[config.mk]
export PLATFORM = sky130hd
export DESIGN_NAME = bcs_ctrl
export DESIGN_NICKNAME = d
export VERILOG_FILES = /design/src/rtl/bcs_pkg.sv /design/src/rtl/bcs_ctrl.sv
export SDC_FILE = /design/constraint.sdc
export NUM_CORES = 1
export LEC_CHECK = 0
export BUFFER_PORTS_ARGS = -buffer_cell sky130_fd_sc_hd__buf_2
export CORE_ASPECT_RATIO = 0.9
export CORE_MARGIN = 10
export CORE_UTILIZATION = 60
export CTS_BUF_LIST = sky130_fd_sc_hd__clkbuf_2
export DETAILED_ROUTE_END_ITERATION = 12
export PLACE_DENSITY_LB_ADDON = 0.25
export SLEW_MARGIN = 30
export SYNTH_ARGS = -nofsm -noshare
export SYNTH_HDL_FRONTEND = slang
export SYNTH_SLANG_ARGS = --single-unit
[constraint.sdc]
create_clock -name clk -period 3 [get_ports clk]
set_input_delay 0.6 -clock clk [delete_from_list [all_inputs] [get_ports clk]]
set_output_delay 0.6 -clock clk [all_outputs]
set_load 0.05 [all_outputs]
[src/rtl/bcs_pkg.sv]
// bcs_pkg: shared types, codes and helper functions of the byte-code step core
`default_nettype none
package bcs_pkg;

  localparam int BCS_MEM_SIZE = 65536;
  localparam int IN_DATA_W    = 32;
  localparam int IN_USER_W    = 2;
  localparam int OUT_DATA_W   = 112;

  localparam logic [15:0] PC_START      = 16'h0100;
  localparam logic [15:0] SP_INIT       = 16'hFFFE;
  localparam logic [15:0] MAX_STEPS_RST = 16'd5000;

  localparam logic [1:0] REQ_LOAD  = 2'd0;
  localparam logic [1:0] REQ_START = 2'd1;
  localparam logic [1:0] REQ_EXEC  = 2'd2;

  localparam logic [2:0] CAUSE_NONE  = 3'd0;
  localparam logic [2:0] CAUSE_HALT  = 3'd1;
  localparam logic [2:0] CAUSE_DIV0  = 3'd2;
  localparam logic [2:0] CAUSE_BADOP = 3'd3;
  localparam logic [2:0] CAUSE_LIMIT = 3'd4;

  localparam logic [7:0] OPC_LDI  = 8'h01;
  localparam logic [7:0] OPC_MOV  = 8'h02;
  localparam logic [7:0] OPC_ADD  = 8'h03;
  localparam logic [7:0] OPC_SUB  = 8'h04;
  localparam logic [7:0] OPC_LD   = 8'h05;
  localparam logic [7:0] OPC_ST   = 8'h06;
  localparam logic [7:0] OPC_CMP  = 8'h07;
  localparam logic [7:0] OPC_INT  = 8'h10;
  localparam logic [7:0] OPC_LEA  = 8'h15;
  localparam logic [7:0] OPC_PRS  = 8'h20;
  localparam logic [7:0] OPC_PUSH = 8'h30;
  localparam logic [7:0] OPC_POP  = 8'h31;
  localparam logic [7:0] OPC_CALL = 8'h32;
  localparam logic [7:0] OPC_RET  = 8'h33;
  localparam logic [7:0] OPC_JMP  = 8'h40;
  localparam logic [7:0] OPC_JZ   = 8'h41;
  localparam logic [7:0] OPC_JNZ  = 8'h42;
  localparam logic [7:0] OPC_MUL  = 8'h50;
  localparam logic [7:0] OPC_DIV  = 8'h51;

  localparam logic [7:0] INT_SYS  = 8'h21;
  localparam logic [7:0] AH_HALT  = 8'h4C;
  localparam logic [7:0] AH_GETC  = 8'h01;
  localparam logic [7:0] AH_PUTC  = 8'h02;

  typedef enum logic [3:0] {
    ST_CLEAR, ST_IDLE, ST_DECODE, ST_FETCH, ST_FCAP, ST_EXEC,
    ST_MRD, ST_MCAP, ST_MWR, ST_DIV, ST_FINISH, ST_DONE
  } bcs_state_t;

  typedef enum logic [3:0] {
    CMD_NONE, CMD_CLEAR, CMD_LATCH, CMD_DECODE, CMD_FETCH, CMD_FCAP, CMD_EXEC,
    CMD_MRD, CMD_MCAP, CMD_MWR, CMD_DIV, CMD_FINISH, CMD_OUT
  } cmd_code_t;

  typedef struct packed {
    cmd_code_t   code;
    logic [1:0]  fidx;
    logic        acnt;
    logic        last;
    logic [15:0] clr_addr;
  } bcs_cmd_t;

  typedef struct packed {
    logic       go_exec;
    logic [2:0] ilen;
    logic [1:0] mem_n;
    logic       mem_wr;
    logic       div_go;
  } bcs_stat_t;

  function automatic logic [2:0] inst_len(input logic [7:0] op);
    case (op)
      OPC_INT:                   return 3'd2;
      OPC_MOV, OPC_PRS,
      OPC_MUL, OPC_DIV:          return 3'd3;
      OPC_LDI, OPC_ADD, OPC_SUB, OPC_CMP, OPC_LD, OPC_ST, OPC_PUSH, OPC_POP,
      OPC_CALL, OPC_JMP, OPC_JZ, OPC_JNZ, OPC_LEA: return 3'd4;
      default:                   return 3'd1;
    endcase
  endfunction

  function automatic logic [7:0] get8(input logic [3:0][15:0] r, input logic [7:0] id);
    logic [15:0] w;
    w = r[id[2:1]];
    if (id > 8'd7) return 8'h00;
    return id[0] ? w[15:8] : w[7:0];
  endfunction

  function automatic logic [3:0][15:0] set8(input logic [3:0][15:0] r,
                                            input logic [7:0] id, input logic [7:0] v);
    logic [3:0][15:0] n;
    n = r;
    if (id <= 8'd7) begin
      if (id[0]) begin
        n[id[2:1]][15:8] = v;
      end else begin
        n[id[2:1]][7:0] = v;
      end
    end
    return n;
  endfunction

  // address reduction for memory sizes of 1024 and up
  function automatic logic [15:0] mem_wrap(input logic [15:0] a, input logic [16:0] msz);
    logic [22:0] x;
    x = {7'd0, a};
    for (int i = 5; i >= 0; i--) begin
      if (x >= ({6'd0, msz} << i)) x = x - ({6'd0, msz} << i);
    end
    return x[15:0];
  endfunction

endpackage
`default_nettype wire

[src/rtl/bcs_ctrl.sv]
// bcs_ctrl: sequencing state machine of the step core
`default_nettype none
module bcs_ctrl import bcs_pkg::*; #(
  parameter int MEM_SIZE = BCS_MEM_SIZE
) (
  input  wire       clk,
  input  wire       rst_n,
  input  wire       in_tvalid,
  output logic      in_tready,
  output logic      out_tvalid,
  input  wire       out_tready,
  input  bcs_stat_t stat,
  output bcs_cmd_t  cmd
);
  localparam int AW = $clog2(MEM_SIZE);

  bcs_state_t   state_r, state_nxt;
  logic [AW-1:0] clr_r, clr_nxt;
  logic [1:0]   fidx_r, fidx_nxt;
  logic         acnt_r, acnt_nxt;
  logic [3:0]   dcnt_r, dcnt_nxt;
  logic         ov_r, ov_nxt;
  logic         can_out;

  assign can_out    = !ov_r || out_tready;
  assign in_tready  = (state_r == ST_IDLE);
  assign out_tvalid = ov_r;

  always_ff @(posedge clk) begin
    if (!rst_n) begin
      state_r <= ST_CLEAR;
      clr_r   <= '0;
      fidx_r  <= '0;
      acnt_r  <= 1'b0;
      dcnt_r  <= '0;
      ov_r    <= 1'b0;
    end else begin
      state_r <= state_nxt;
      clr_r   <= clr_nxt;
      fidx_r  <= fidx_nxt;
      acnt_r  <= acnt_nxt;
      dcnt_r  <= dcnt_nxt;
      ov_r    <= ov_nxt;
    end
  end

  always_comb begin
    state_nxt = state_r;
    clr_nxt   = clr_r;
    fidx_nxt  = fidx_r;
    acnt_nxt  = acnt_r;
    dcnt_nxt  = dcnt_r;
    ov_nxt    = ov_r && !out_tready;
    case (state_r)
      ST_CLEAR: begin
        clr_nxt = clr_r + 1'b1;
        if (clr_r == AW'(MEM_SIZE - 1)) state_nxt = ST_IDLE;
      end
      ST_IDLE: begin
        if (in_tvalid) state_nxt = ST_DECODE;
      end
      ST_DECODE: begin
        fidx_nxt  = '0;
        state_nxt = stat.go_exec ? ST_FETCH : ST_DONE;
      end
      ST_FETCH: state_nxt = ST_FCAP;
      ST_FCAP: begin
        if ({1'b0, fidx_r} + 3'd1 == stat.ilen) begin
          state_nxt = ST_EXEC;
        end else begin
          fidx_nxt  = fidx_r + 2'd1;
          state_nxt = ST_FETCH;
        end
      end
      ST_EXEC: begin
        acnt_nxt = 1'b0;
        dcnt_nxt = '0;
        if (stat.mem_n != 2'd0) begin
          state_nxt = stat.mem_wr ? ST_MWR : ST_MRD;
        end else if (stat.div_go) begin
          state_nxt = ST_DIV;
        end else begin
          state_nxt = ST_FINISH;
        end
      end
      ST_MRD: state_nxt = ST_MCAP;
      ST_MCAP: begin
        if ({1'b0, acnt_r} == stat.mem_n - 2'd1) begin
          state_nxt = ST_FINISH;
        end else begin
          acnt_nxt  = 1'b1;
          state_nxt = ST_MRD;
        end
      end
      ST_MWR: begin
        if ({1'b0, acnt_r} == stat.mem_n - 2'd1) begin
          state_nxt = ST_FINISH;
        end else begin
          acnt_nxt = 1'b1;
        end
      end
      ST_DIV: begin
        dcnt_nxt = dcnt_r + 4'd1;
        if (dcnt_r == 4'd15) state_nxt = ST_FINISH;
      end
      ST_FINISH: state_nxt = ST_DONE;
      ST_DONE: begin
        if (can_out) begin
          ov_nxt    = 1'b1;
          state_nxt = ST_IDLE;
        end
      end
      default: state_nxt = ST_IDLE;
    endcase
  end

  always_comb begin
    cmd          = '0;
    cmd.code     = CMD_NONE;
    cmd.fidx     = fidx_r;
    cmd.acnt     = acnt_r;
    cmd.last     = (dcnt_r == 4'd15);
    cmd.clr_addr = 16'(clr_r);
    case (state_r)
      ST_CLEAR:  cmd.code = CMD_CLEAR;
      ST_IDLE:   cmd.code = in_tvalid ? CMD_LATCH : CMD_NONE;
      ST_DECODE: cmd.code = CMD_DECODE;
      ST_FETCH:  cmd.code = CMD_FETCH;
      ST_FCAP:   cmd.code = CMD_FCAP;
      ST_EXEC:   cmd.code = CMD_EXEC;
      ST_MRD:    cmd.code = CMD_MRD;
      ST_MCAP:   cmd.code = CMD_MCAP;
      ST_MWR:    cmd.code = CMD_MWR;
      ST_DIV:    cmd.code = CMD_DIV;
      ST_FINISH: cmd.code = CMD_FINISH;
      ST_DONE:   cmd.code = can_out ? CMD_OUT : CMD_NONE;
      default:   cmd.code = CMD_NONE;
    endcase
  end
endmodule
`default_nettype wire

==> results of run 1 <==
-- kinds of logic after synthesis --
family | Yosys count | synth area share [%]
adders and majority gates | 4 | 3.02
muxes | 3 | 1.97
AOI/OAI and AO/OA | 47 | 18.4
and+or+nand+nor | 92 | 27.7
buffers and inverters | 17 | 4.99
DFF | 28 | 33.9
xor gates and xnor gates | 19 | 10.1
-- flip-flops by register name, indices dropped and copies added (netlist names) --
name,count
state_r,4
dcnt_r,4
acnt_r,1
fidx_r,2
out_tvalid,1
clr_r,16
-- layout by cell type, fill, tap and decap left out, types with 2 or more instances in the layout --
| master | count |
|---|---|
| buf_2 | 37 |
| nor2_1 | 29 |
| dfxtp_1 | 28 |
| nand2_1 | 26 |
| a21oi_1 | 12 |
| xor2_1 | 11 |
| o21ai_0 | 9 |
| xnor2_1 | 8 |
| nand3_1 | 8 |
| inv_1 | 6 |
| nand2b_1 | 5 |
| a31oi_1 | 5 |
| and3_1 | 4 |
| ha_1 | 4 |
| o22ai_1 | 3 |
| nor2b_1 | 3 |
| nor3_1 | 3 |
| clkbuf_2 | 3 |
| and2_1 | 2 |
| o31ai_1 | 2 |
| nor4_1 | 2 |
| a21boi_0 | 2 |
| a211oi_1 | 2 |
| mux2_2 | 2 |
| nand4_1 | 2 |
| a41oi_1 | 2 |
-- report_power, final --
part	switching, µW	internal [µW]	total [µW]
Sequential	87.7	409	496
Clock	115	115	229
Combinational	359	184	543
-- through the flow --
stage / cells / cell area [µm²] / util [%] / hold WS (ns) / total power [µW]
2_1_floorplan: 210 / 1660 / - / 0.475 / 938
3_5_place_dp: 265 / 1820 / 71.4 / 0.496 / 1040
6_report: 269 / 1870 / 73.2 / 0.486 / 1270
4_1_cts: 269 / 1870 / 73.2 / 0.483 / 1260
5_1_grt: 269 / 1870 / 73.2 / 0.457 / 1340
3_3_place_gp: 265 / 1820 / 71.4 / 0.487 / 1030
-- final cells by class --
| cell class | count | share of cell area [%] |
|---|---|---|
| multi-input cells | 165 | 54.2 |
| clock buffers | 3 | 0.804 |
| clock inverters | 1 | 1.61 |
| inverters | 6 | 1.21 |
| flip-flops and latches | 28 | 30.0 |
| well taps | 28 | 1.88 |
| repair buffers | 38 | 10.3 |
-- critical path, cell delays in order (launching register included) --
cell and delay [ns]:
dfxtp_1 0.92, inv_1 0.23, o21ai_0 0.21, o22ai_1 0.09, buf_2 0.24
-- per-layer routing --
| metal | vias up | routed length [µm] | GRT usage (%) |
|---|---|---|---|
| met2 | 50 | 1810 | 23.1 |
| met5 | - | 0 | 0 |
| li1 | 801 | - | - |
| met1 | 712 | 1890 | 19.9 |
| met4 | 0 | 36 | 3.48 |
| met3 | 5 | 288 | 5.56 |
-- final timing paths --
path                           startpoint                endpoint
hold reg to reg     clr_r[1]$_SDFFE_PN0P_   clr_r[1]$_SDFFE_PN0P_
setup / recovery  state_r[3]$_SDFFE_PN0P_                 cmd[22]
setup reg to reg  state_r[3]$_SDFFE_PN0P_  clr_r[13]$_SDFFE_PN0P_
hold / removal                      rst_n     acnt_r$_SDFFE_PN0P_
==> reports/qor.txt, run 1 <==
DR vias: 1568
Hold_buf cts: 0
Critical Path AT: 2.08 ns
Initial antenna violation count: 0
GPL Wtd Cong: 0.961
Sequential cell area fraction in the yosys report: 33.9%
TritonCTS Buffers: 3
Initial Util: 64.9%
# setup viols final: 0
Post-route ant nets: 0
Fin crit share: 89.4%
Die Ht: 69.8 µm
Final worst setup slack: 0.317 ns
Post-DP HPWL: 2940 µm
Area of the core: 2550 µm²
WHS Path Cells: 2
Row Count: 17
Flops & latches, synth: 28
Final Max Tran Viols: 0
Vias in the first global route: 1426
Critical path type: reg2out
Cells after synthesis: 210
Unrepaired setup endpoints after global routing: false
Syn_nets: 226
Total gr overflow: 0
Clk_lat worst skew: 0.39 ns
Worst R2R Setup Slack: 0.79 ns
Highest clock rate: 373 MHz
Peak supply drop: 0.380 mV
I/O pin count: 38
PwrDens: 679 nW/µm²
DR vias/cell: 5.83
Post_cts resized: 0
WL/cell: 15.0 µm
First-pass GRT wire length: 6640 µm
CTS H-tree depth: 1
Total iterations of the first detailed-routing run: 4
Post-synth top cells: nor2_1 (29), dfxtp_1 (28), nand2_1 (26)
Yosys top cell by area: dfxtp_1
Top cells by area, synth: dfxtp_1 (34%), nor2_1 (6.6%), nand2_1 (5.9%), xor2_1 (5.8%), xnor2_1 (4.2%)
DRC violation count after routing: 0
Status: complete, no violations
Netlist cell types: 47
Filler cells: 209
Die Area: 5260 µm²
Pre-CTS setup slack: 0.800 ns
Fin. Hold Viols: 0
CTS tree: done
WP data required: 2.40 ns
Hold WC Path Type: in2reg
Post-CTS Setup Repair Bufs: 0
Tmin final: 2.68 ns
Yosys warnings: 0
Root Buffer: clkbuf_2
Drt total wl: 4030 µm
Synthesized area: 1660 µm²
Crit start category: flop
R2R depth: 5
Reg clk slew, reported paths: 0.26 ns
Slew margin rel.: 45.9%
Clock Skew: 0.0171 ns
Max clock buf depth: 2
Post-layout nets: 258
Tot GR Track Use: 15.3%
Number of synthesized flops with an enable pin: 0
Number of max-cap violations: 0
Register area: 561 µm²
Share of the synthesized area in the top cell type: 33.9%
Largest net degree at the start of global routing: 27
Async SR Flop Fraction: 0%
1st-iter DRT viols: 157
CP Capture Type: output pin
Layout cells sized above 1: 19.5%
TNS Setup: 0 ns
Avg Cell Area, Syn: 7.88 µm²
Crit-path max FO: 26
Antenna cells: 0
P_leak: 0.000771 µW
I/O Buffers: 37
Most common cell in the synthesized netlist: nor2_1
Clock sink count: 28
Top FF cell, synth: dfxtp_1
Worst-margin pin slew: 0.811 ns
Multi-input gate area: 1010 µm²
Area delta synth->final: 12.8%
Die width: 75.4 µm
Power figures use the tool's default switching activity.
==> run 2: changes to the inputs <==
REMOVE_ABC_BUFFERS = 1   (was unset)
==> reports/qor.txt, run 2 (synthesis results as in run 1) <==
Clock sink count: 28 (unchanged)
TritonCTS Buffers: 3 (unchanged)
Most flop-heavy register: clr_r
Comb power frac: 47.1% (+4.3 points)
Area delta synth->final: 11.5%
Root Buffer: clkbuf_2
Switching pwr: 541 µW (-3.6%)
I/O Buffers: 37 (unchanged)
Die width: 75.4 µm (unchanged)
Fin. Hold Viols: 0 (unchanged)
Filler cells: 207 (-0.96%)
Status: complete, no violations
Slew margin rel.: 50.2% (+4.4 points)
Die Area: 5260 µm² (unchanged)
Post_cts resized: 0 (unchanged)
Post-DP HPWL: 2930 µm (-0.43%)
DR vias: 1581 (+0.83%)
Most frequent cells in the layout: buf_2 (37), nor2_1 (29), dfxtp_1 (28)
Post-route ant nets: 0 (unchanged)
Flop pwr share: 41.9% (+2.8 points)
Highest clock rate: 382 MHz (+2.5%)
CTS H-tree depth: 1 (unchanged)
M2 GR Usage: 23.6% (+0.56 points)
Fin crit share: 87.3% (-2.1 points)
Clock Skew: 0.0147 ns (-0.00246 ns)
Initial antenna violation count: 0 (unchanged)
Tmin final: 2.62 ns (-0.0643 ns)
TNS Setup: 0 ns (unchanged)
Critical path type: reg2out
Total gr overflow: 0 (unchanged)
Max clock buf depth: 2 (unchanged)
Tot GR Track Use: 15.4% (+0.11 points)
DR vias/cell: 5.88 (+0.83%)
Crit-path max FO: 24 (-7.7%)
Total iterations of the first detailed-routing run: 5 (+1)
Internal power: 622 µW (-12%)
Clk_lat worst skew: 0.35 ns (-0.04 ns)
Critical Path AT: 2.02 ns (-0.06 ns)
I/O pin count: 38 (unchanged)
# setup viols final: 0 (unchanged)
First-pass GRT wire length: 6810 µm (+2.6%)
Final Max Tran Viols: 0 (unchanged)
PwrDens: 630 nW/µm² (-7.2%)
CTS tree: done
WP data required: 2.40 ns (about the same)
Antenna cells: 0 (unchanged)
Hold slack: 0.519 ns (+0.0329 ns)
Largest net degree at the start of global routing: 25 (-7.4%)
Worst-margin pin slew: 0.745 ns (-0.0654 ns)
Switching share of power: 46.5% (+2.3 points)
Clock power share: 11.0% (-7.1 points)
Number of max-cap violations: 0 (unchanged)
Unrepaired setup endpoints after global routing: false
Post-CTS Setup Repair Bufs: 0 (unchanged)
Drt total wl: 3840 µm (-4.7%)
Hold_buf cts: 0 (unchanged)
Post-layout nets: 259 (+0.39%)
Largest registers: clr_r x16, dcnt_r x4, state_r x4
Hold WC Path Type: reg2reg
Reg clk slew, reported paths: 0.24 ns (-0.02 ns)
GRT met1 Usage: 20.8% (+0.90 points)
1st-iter DRT viols: 102 (-35%)
Initial Util: 64.9% (unchanged)
Max FFs per register: 16 (unchanged)
Die Ht: 69.8 µm (unchanged)
WL/cell: 14.3 µm (-4.7%)
P_leak: 0.000762 µW (-1.1%)
Vias in the first global route: 1464 (+2.7%)
Layout cells sized above 1: 19.5% (unchanged)
Busiest grt layer: met2
GPL Wtd Cong: 0.881 (-8.3%)
Row Count: 17 (unchanged)
Final core occ: 72.3% (-0.88 points)
CP Capture Type: output pin
DRC violation count after routing: 0 (unchanged)
Peak supply drop: 0.357 mV (-5.8%)
Commonest non-fill, non-tap cell in the layout: buf_2
Grt met3 use: 3.99% (-1.6 points)
Area of the core: 2550 µm² (unchanged)
Crit start category: flop
run 2: changes by cell type in the layout (fill, tap and decap cells not counted), sizes merged:
cell and change:
buf +1, bufinv -1
run 2: area by class of cell:
class                           instances  area (µm²)  area share, %
Clock buffer                            3        15.0          0.814
Inverter                                6        22.5           1.22
Multi-Input combinational cell        165        1010           54.8
Sequential cell                        28         561           30.4
Tap cell                               28        35.0           1.90
Timing Repair Buffer                   39         200           10.8
run 2: path summary, 6_finish.rpt:
path / cells past startpoint / slack (ns) / end / startpoint
worst max-delay path: 4 / 0.38 / cmd[23] / state_r[2]$_SDFFE_PN0P_
worst min-delay path: 2 / 0.52 / clr_r[1]$_SDFFE_PN0P_ / clr_r[1]$_SDFFE_PN0P_
worst max register to register: 5 / 0.79 / clr_r[11]$_SDFFE_PN0P_ / state_r[2]$_SDFFE_PN0P_
worst min register to register: 2 / 0.52 / clr_r[1]$_SDFFE_PN0P_ / clr_r[1]$_SDFFE_PN0P_
run 2: power by group through the flow:
| stage | Clock [µW] | Sequential [µW] | Combinational [µW] |
|---|---|---|---|
| 2_1_floorplan | 0 | 539 | 354 |
| 6_report | 128 | 487 | 549 |
| 5_1_grt | 152 | 499 | 601 |
| 4_1_cts | 132 | 485 | 548 |
| 3_3_place_gp | 0 | 493 | 542 |
| 3_5_place_dp | 0 | 492 | 546 |
run 2: metal layers:
metal  wire (µm)  up-vias
met1        1780      713
li1            -      807
met3         267        5
met5           0        -
met4          27        0
met2        1770       56
run 2: metrics by stage:
stage	setup WS, ns	instance area [µm²]	instances	total power (µW)
after floorplan	0.317	1600	199	894
final	0.381	1850	269	1160
after global placement	0.888	1830	266	1030
after CTS	0.397	1850	269	1170
after detailed placement	0.836	1830	266	1040
after global routing	0.204	1850	269	1250
run 2: critical path, cell delays in order, from the launching register on:
cell and delay [ns]:
dfxtp_1 0.86, nor2b_1 0.32, nand2_1 0.10, o21ai_0 0.09
buf_2 0.29
